**src/sjf_pkg.sv**
```systemverilog
// Shared types and constants for the shortest-job-first scheduler.
`timescale 1ns / 1ps
package sjf_pkg;
    localparam int unsigned IDX_W  = 6;
    localparam int unsigned OUT_W  = 23;
    localparam int unsigned SUM_W  = 29;
    localparam int unsigned IN_W   = 16;

    typedef struct packed {
        logic [IN_W-1:0] arrive_tick;
        logic [IN_W-1:0] run_ticks;
        logic            last_job;
    } sjf_in_t;

    typedef struct packed {
        logic [IDX_W-1:0] job_index;
        logic [OUT_W-1:0] finish_tick;
        logic [OUT_W-1:0] turnaround;
        logic [OUT_W-1:0] wait_time;
        logic [SUM_W-1:0] sum_turnaround;
        logic [SUM_W-1:0] sum_wait;
        logic             final_result;
    } sjf_out_t;

    typedef enum logic [2:0] {
        ST_LOAD,
        ST_MIN_ARR,
        ST_SCAN,
        ST_CALC,
        ST_EMIT
    } sjf_state_t;

    // Scan token passed along the cell row.
    typedef struct packed {
        logic            found;
        logic [IDX_W:0]  idx;
        logic [IN_W-1:0] burst;
        logic            any_pend;
        logic [IN_W-1:0] min_arr;
    } sjf_tok_t;
endpackage

```
**src/sjf_cell.sv**
```systemverilog
// One job cell: holds a job and compares it against the passing scan token.
`timescale 1ns / 1ps
module sjf_cell #(
    parameter int unsigned IDX       = 0
) (
    input  logic                        aclk,
    input  logic                        load_en,
    input  logic [sjf_pkg::IN_W-1:0]    arr_in,
    input  logic [sjf_pkg::IN_W-1:0]    bur_in,
    input  logic                        clr_done,
    input  logic                        set_done,
    input  logic                        active,
    input  logic [sjf_pkg::OUT_W-1:0]   clk_now,
    input  sjf_pkg::sjf_tok_t           tok_in,
    output sjf_pkg::sjf_tok_t           tok_out,
    output logic [sjf_pkg::IN_W-1:0]    arr_out
);
    import sjf_pkg::*;

    logic [IN_W-1:0] arr_reg, bur_reg;
    logic            done_reg;
    logic            pend, ready_job;

    always_ff @(posedge aclk) begin
        if (load_en) begin
            arr_reg <= arr_in;
            bur_reg <= bur_in;
        end
        if (clr_done) begin
            done_reg <= 1'b0;
        end else if (set_done) begin
            done_reg <= 1'b1;
        end
    end

    assign pend      = active && !done_reg;
    assign ready_job = pend && ({{(OUT_W-IN_W){1'b0}}, arr_reg} <= clk_now);
    assign arr_out   = arr_reg;

    always_comb begin
        tok_out = tok_in;
        if (ready_job && (!tok_in.found || bur_reg < tok_in.burst)) begin
            tok_out.found = 1'b1;
            tok_out.burst = bur_reg;
            tok_out.idx   = (IDX_W+1)'(IDX);
        end
        if (pend && (!tok_in.any_pend || arr_reg < tok_in.min_arr)) begin
            tok_out.any_pend = 1'b1;
            tok_out.min_arr  = arr_reg;
        end
    end
endmodule

```
**config.mk**
```make
export PLATFORM = sky130hd
export DESIGN_NAME = sjf_cell
export DESIGN_NICKNAME = d
export VERILOG_FILES = /design/src/sjf_pkg.sv /design/src/sjf_cell.sv
export SDC_FILE = /design/constraint.sdc
export NUM_CORES = 1
export LEC_CHECK = 0
export BUFFER_PORTS_ARGS = -buffer_cell sky130_fd_sc_hd__buf_4
export CORE_MARGIN = 2
export CORE_UTILIZATION = 40
export CTS_BUF_LIST = sky130_fd_sc_hd__clkbuf_16
export DETAILED_ROUTE_END_ITERATION = 6
export PLACE_DENSITY = 0.74
export SETUP_SLACK_MARGIN = 0.02
export SLEW_MARGIN = 40
export SYNTH_ARGS = -nofsm -noshare
export SYNTH_HDL_FRONTEND = slang
export SYNTH_SLANG_ARGS = --single-unit
```
**constraint.sdc**
```tcl
create_clock -name aclk -period 2.2 [get_ports aclk]
set_input_delay 0.22 -clock aclk [delete_from_list [all_inputs] [get_ports aclk]]
set_output_delay 0.22 -clock aclk [all_outputs]
set_load 0.1 [all_outputs]
```
# Word level (Yosys, flattened, before mapping)
# Cells that the tools add are included.
# op_classes
n_lt_le_gt_ge	3
n_mux	2
n_reduce_logical	9
# op_table
operator	n
16-bit < comparator	2
24-bit two-way mux	1
16-bit by 23-bit <= comparator with 1-bit output	1
17-bit two-way mux	1
1-bit logical AND	4
1-bit zero test	3
1-bit logical OR	2
# totals
register_bits	33
output_inout_bits	57
elab_cells	17

# Depth between registers and ports, before layout
# Gate-level depths: netlist of run 1.
# depth
ltp_word	5
depth_mapped	10

# Worst setup path after synthesis of run 1
# No wires, ideal clock.
# synth_timing
kind	register -> output
startpoint	reg arr_reg[14], in the netlist arr_out[14]
endpoint	out tok_out[33] in the netlist's numbering
t_arrival_ps	3664
path_slack_ps	-1684
path_stages_with_launch	10
path_buffers	2
cell_sequence	edfxtp_1 ha_1 nand4_1 nor3_1 o31a_1 o21ai_0 and4_1 buf_6 buf_6 nor2b_1
# synth_lines
element	line_no	source
from (decl)	sjf_cell.sv:20	logic [IN_W-1:0] arr_reg, bur_reg;
from (signal assigned)	sjf_cell.sv:26	arr_reg <= arr_in;
to (decl)	sjf_cell.sv:15	output sjf_pkg::sjf_tok_t tok_out,

==> results of run 1 <==
## synth_stat cells, types with 2 or more instances
cell,number
mux2_2,3
mux2_4,13
nand2b_1,3
nor2_1,39
buf_6,2
ha_1,46
nand2_1,21
a211oi_1,18
a21oi_1,15
o21ai_0,5
clkbuf_1,14
nand4_1,6
o22ai_1,2
a21o_1,9
o211ai_1,16
inv_1,63
nor2b_1,11
o21ai_1,2
a221oi_1,16
a41oi_1,2
edfxtp_1,32
nor4_1,2
nand3_1,20
nor3_1,3
buf_2,4
## power breakdown
part           internal [mW]  switching, mW  leakage, nW
registers              0.748         0.0324        0.322
clock network          0.406          0.233       0.0776
logic                  0.958           1.57         2.64
total                   2.11           1.84         3.04
## per-stage QoR
step	power [mW]	cell area, µm²	hold WS (ns)
2_1_floorplan	2.27	3430	0.292
3_3_place_gp	2.81	5070	0.376
3_5_place_dp	2.85	5070	0.378
4_1_cts	3.73	5730	0.0927
5_1_grt	4.09	6250	0.109
6_report	3.95	6250	0.0956
## final timing paths
kind,startpoint,endpoint,slack (ns),depth (start not counted)
max,arr_out[14],tok_out[3],-0.81,12
max reg2reg,done_reg,done_reg,1.63,2
min reg2reg,done_reg,done_reg,0.51,2
min,clr_done,done_reg,0.1,2
## timing repair
item                       4_1_cts  5_1_grt
setup endpoints to repair       40       40
setup buffers                    7        7
cloned                           3        6
pin swaps                       17       30
gates resized for setup         87       64
## worst register-to-register path, cell delays in order, from the launching register on
cell and delay (ns):
dfxtp_1 0.33, nor2_1 0.10, nor2_1 0.04
## layout make-up
| cell class | instances | area share, % |
|---|---|---|
| Clock buffer | 5 | 2.00 |
| Clock inverter | 3 | 0.180 |
| Inverter | 63 | 3.78 |
| Multi-Input combinational cell | 261 | 38.3 |
| Sequential cell | 33 | 15.7 |
| Tap cell | 105 | 2.10 |
| Timing Repair Buffer | 233 | 38.0 |
## layer usage
metal  wire (µm)  global-route usage [%]
met2        6990                    47.5
met5           0                       0
met3         986                    4.55
met4         435                    5.31
met1        4340                    25.6
## kinds of logic (layout without fill, tap and decap cells)
| logic type | count (synthesis) | after routing | synth area share [%] |
|---|---|---|---|
| mux | 16 | 16 | 6.96 |
| fa+ha+maj | 46 | 46 | 17.5 |
| compound gates | 88 | 88 | 19.2 |
| simple gates | 111 | 111 | 15.8 |
| flops | 33 | 33 | 29.8 |
| buf+inv | 85 | 304 | 10.8 |
==> qor.yml, run 1 <==
seq_area_um2: 981
dp_slack_ns: -0.637
num_io_pins: 158
yosysWarningCount: 0
synth_nets: 526
skew_ns: 0
critPathLaunchType: "flip-flop"
antenna_found_initial: 0
port-buffer-count: 157
max-clock-path-buffers: 2
clock.fmax_mhz: 333
grt_max_degree: 33
viasPerCell: 5.52
rows: 33
worst_ep_required_time_ns: 1.98
fin_util_pct: 77.3
cp_max_fo: 6
finalSetupViolCount: 40
power-per-cell-area_nw_per_um2: 631
dr.first_iter.drc_count: 151
die_h_um: 94.7
dieArea_um2: 8970
status: "finished, violations left"
multiInputGateArea_um2: 2390
area_delta_synth_final_pct: 90.0
final_common_cell: "buf_4"
yosysTopAreaCell: "edfxtp_1"
diodes: 0
ir_worst_vdd_uv: 647
fp.dieW_um: 94.7
ys_seq_area_share_pct: 29.8
dpl.cell_count: 675
start_util_pct: 40.7
worstSkewPairLatency_ns: 0.27
grt_first_pass_wirelength_mm: 17.0
dp.final_hpwl_mm: 7.81
cts_tree: "done"
gr-usage-all-layers_pct: 23.8
synthCells: 379
cap_violations: 0
synth_flop_cell: "edfxtp_1"
fillers: 527
clk_pin_slew_ns: 0.05
async_flop_share_pct: 0
cp_common_cell: "buf_6"
slew_violations: 0
ys_seq_elements: 33
max-slew-margin-rel_pct: 64.7
synthTopCellsByArea: "edfxtp_1 29%, ha_1 17%, inv_1 7.2%"
ant_nets: 0
layout_setup_ws_ns: -0.807
timing_worst_setup_path_type: "flip-flop to primary output"
finalSetupTns_ns: -29.03
violations: "setup timing"
post-route-min-period_ns: 3.01
hp-class: "input port to flip-flop"
h-tree-depth: 2
path_cells: "buf_4, buf_6, ha_4, a21oi_2, nor2b_1, a41oi_1, o2111a_2, buf_12, buf_16, nand3_1, o211ai_1, buf_6"
clock-sinks: 33
avgSynthCellArea_um2: 8.69
path_delay_family: "buffers and inverters"
layout.cells.non_filler: 703
gp_congestion: 0.881
most-common-layout-cells: "173 x buf_4, 65 x inv_1, 37 x ha_1"
worst_pin_slew_ns: 0.526
hold_viol: 0
endpoint_kind: "primary output"
synth_cell_types: 37
cts_made_buffers: 5
vias: 3880
first_global_vias: 3733
synth_area_um2: 3290
arrival_ns: 2.79
root_buffer: "clkbuf_16"
drive_above_1_share_pct: 53.0
layout.nets: 744
p_leak_nw: 3.04
timing.final.crit_share_pct: 137
rsz0062_at_grt: "yes"
gr-total-overflow: 0
finalWirelength_mm: 12.8
ctsHoldBuffers: 0
coreArea_um2: 8090
firstDrtPassIters: 4
synth_top_area_share_pct: 29.2
synth_edf_count: 32
path_buf_inv: 5
slowest_stage: "edfxtp_1"
slowest_delay_ns: 0.44
wl_per_cell_um: 18.1
drc: 0
No activity file was read; power rests on OpenSTA's default activity.
==> inputs of run 2 (changes only) <==
PLACE_DENSITY = 0.71   (was 0.74)
clock period = 3.3 ns   (was 2.2 ns; I/O delays follow)
==> run 2 against run 1 <==
Net effect: setup slack better by 0.97 ns; worst hold slack gained 0.12 ns; the flow now finishes without violations; register-to-register slack improved by 1.1 ns; sequential power is 33% lower; global-route usage decreased by 3.6 points; flip-flop and latch count stayed put; routed wire length decreased by 26%.
==> qor.yml, run 2 (synthesized netlist as in run 1, its figures left out) <==
cap_violations: 0  # unchanged
critPathLaunchType: "flip-flop"  # unchanged
clock-sinks: 33  # unchanged
grt_first_pass_wirelength_mm: 14.6  # was 17.0 mm
hold_depth: 2  # unchanged
whs_ns: 0.211  # was 0.0956 ns
fin_util_pct: 60.1  # was 77.3%
cts_tree: "done"  # unchanged
worst_ep_required_time_ns: 2.97  # was 1.98 ns
endpoint_kind: "primary output"  # unchanged
stdcell_area_um2: 4860  # was 6250 µm²
layout_setup_ws_ns: 0.163  # was -0.807 ns
drive_above_1_share_pct: 38.4  # was 53.0%
finalSetupViolCount: 0  # was 40
firstDrtPassIters: 4  # unchanged
dieArea_um2: 8970  # unchanged
timing.final.crit_share_pct: 95.1
post-route-min-period_ns: 3.14
fp.dieW_um: 94.7  # unchanged
cp_max_fo: 11  # was 6
dr.first_iter.drc_count: 135  # was 151
hp-class: "input port to flip-flop"  # unchanged
cts_made_buffers: 5  # unchanged
port-buffer-count: 157  # unchanged
wl_per_cell_um: 14.5  # was 18.1 µm
grt_max_degree: 49  # was 33
ir_worst_vdd_uv: 276  # was 647 µV
dpl.cell_count: 627  # was 675
rows: 33  # unchanged
max-slew-margin-rel_pct: 56.4  # was 64.7%
finalSetupTns_ns: 0  # was -29.03 ns
slew_violations: 0  # unchanged
most-common-layout-cells: "174 x buf_4, 64 x inv_1, 46 x ha_1"  # was 173 x buf_4, 65 x inv_1, 37 x ha_1
status: "complete, no violations"  # was finished, violations left
hold_viol: 0  # unchanged
root_buffer: "clkbuf_16"  # unchanged
hp-start: "clr_done"  # unchanged
slowest_stage: "edfxtp_1"  # unchanged
finalWirelength_mm: 9.40  # was 12.8 mm
rr_endpoint: "done_reg"  # unchanged
ant_nets: 0  # unchanged
gp_congestion: 0.835  # was 0.881
skew_ns: 0  # unchanged
power-per-cell-area_nw_per_um2: 461  # was 631 nW/µm²
antenna_found_initial: 0  # unchanged
reg2reg_depth: 2  # unchanged
min_to: "done_reg"  # unchanged
max-clock-path-buffers: 2  # unchanged
layout.nets: 688  # was 744
gr-usage-all-layers_pct: 20.3  # was 23.8%
layout.cells.non_filler: 646  # was 703
dpl_cell_area_um2: 4620  # was 5070 µm²
r2r_slack_ns: 2.76  # was 1.63 ns
final_common_cell: "buf_4"  # unchanged
area_delta_synth_final_pct: 47.7  # was 90.0%
clk_pin_slew_ns: 0.05  # about the same
slowest_delay_ns: 0.42  # was 0.44 ns
die_h_um: 94.7  # unchanged
fillers: 733  # was 527
coreArea_um2: 8090  # unchanged
viasPerCell: 5.28  # was 5.52
clock.fmax_mhz: 319
ctsHoldBuffers: 0  # unchanged
gr-total-overflow: 0  # unchanged
path_cells: "ha_1, nand4_1, nor4_1, nor3_1, o22ai_1, and4_4, clkbuf_16, mux2_4, buf_4"  # was buf_4, buf_6, ha_4, a21oi_2, nor2b_1, a41oi_1, o2111a_2, buf_12, buf_16, nand3_1, o211ai_1, buf_6
arrival_ns: 2.81  # was 2.79 ns
drc: 0  # unchanged
dp.final_hpwl_mm: 7.51  # was 7.81 mm
worstSkewPairLatency_ns: 0.27  # about the same
first_global_vias: 3265  # was 3733
vias: 3412  # was 3880
start_util_pct: 40.7  # unchanged
rr_startpoint: "done_reg"  # unchanged
total_power_mw: 2.24  # was 3.95 mW
p_leak_nw: 2.47  # was 3.04 nW
worst_pin_slew_ns: 0.654  # was 0.526 ns
diodes: 0  # unchanged
dp_slack_ns: 0.266  # was -0.637 ns
timing_worst_setup_path_type: "flip-flop to primary output"  # unchanged
rsz0062_at_grt: "no"  # was yes
h-tree-depth: 2  # unchanged
num_io_pins: 158  # unchanged
[run 2: changes by cell type in the layout (fill, tap and decap cells not counted), sizes merged]
cell,change
clkinv,+1
inv,-2
clkbuf,-5
buf,-51
[run 2: worst max path at each step]
stage | from | to | slack, ns | depth (start not counted)
floorplan | arr_out[9] | tok_out[10] | -0.58 | 8
global placement | arr_out[6] | tok_out[17] | 0.36 | 9
detailed placement | arr_out[5] | tok_out[17] | 0.27 | 9
CTS | arr_out[14] | tok_out[17] | 0.01 | 9
global route | arr_out[11] | tok_out[17] | 0.03 | 9
finish | arr_out[12] | tok_out[22] | 0.16 | 9
[run 2: critical path: cells and delay by family, from the launching register on]
kind            cells  cell delay [ns]
mux                 1             0.31
fa+ha+maj           1             0.33
simple gates        4             0.83
compound gates      1             0.21
buf+inv             2             0.43
flops               1             0.42
[run 2: final cells by class]
cell class	instances	area [µm²]	area share, %
Tap cell	105	131	2.70
Inverter	63	236	4.86
Multi-Input combinational cell	261	2010	41.3
Sequential cell	33	981	20.2
Clock buffer	5	125	2.57
Clock inverter	2	7.51	0.154
Timing Repair Buffer	177	1370	28.2
[run 2: timing repair]
action | CTS | global route
endpoints found under the setup margin | 5 | 18
gates resized for setup | 1 | 3
cloned | 0 | 1
endpoints found under the hold margin | 0 | 0
buffers inserted | 1 | 10
[run 2: layer usage]
layer	wire [µm]	share of wire [%]	vias to the layer above	global-route usage [%]
met3	812	8.6	12	4.07
met2	4830	51	141	36.9
li1	-	-	1692	-
met4	129	1.4	0	5.31
met5	0	0	-	0
met1	3630	39	1567	24.2
[run 2: power breakdown]
part	switching, mW	internal (mW)
Combinational	0.918	0.384
Sequential	0.0224	0.499
Clock	0.149	0.269
Total	1.09	1.15
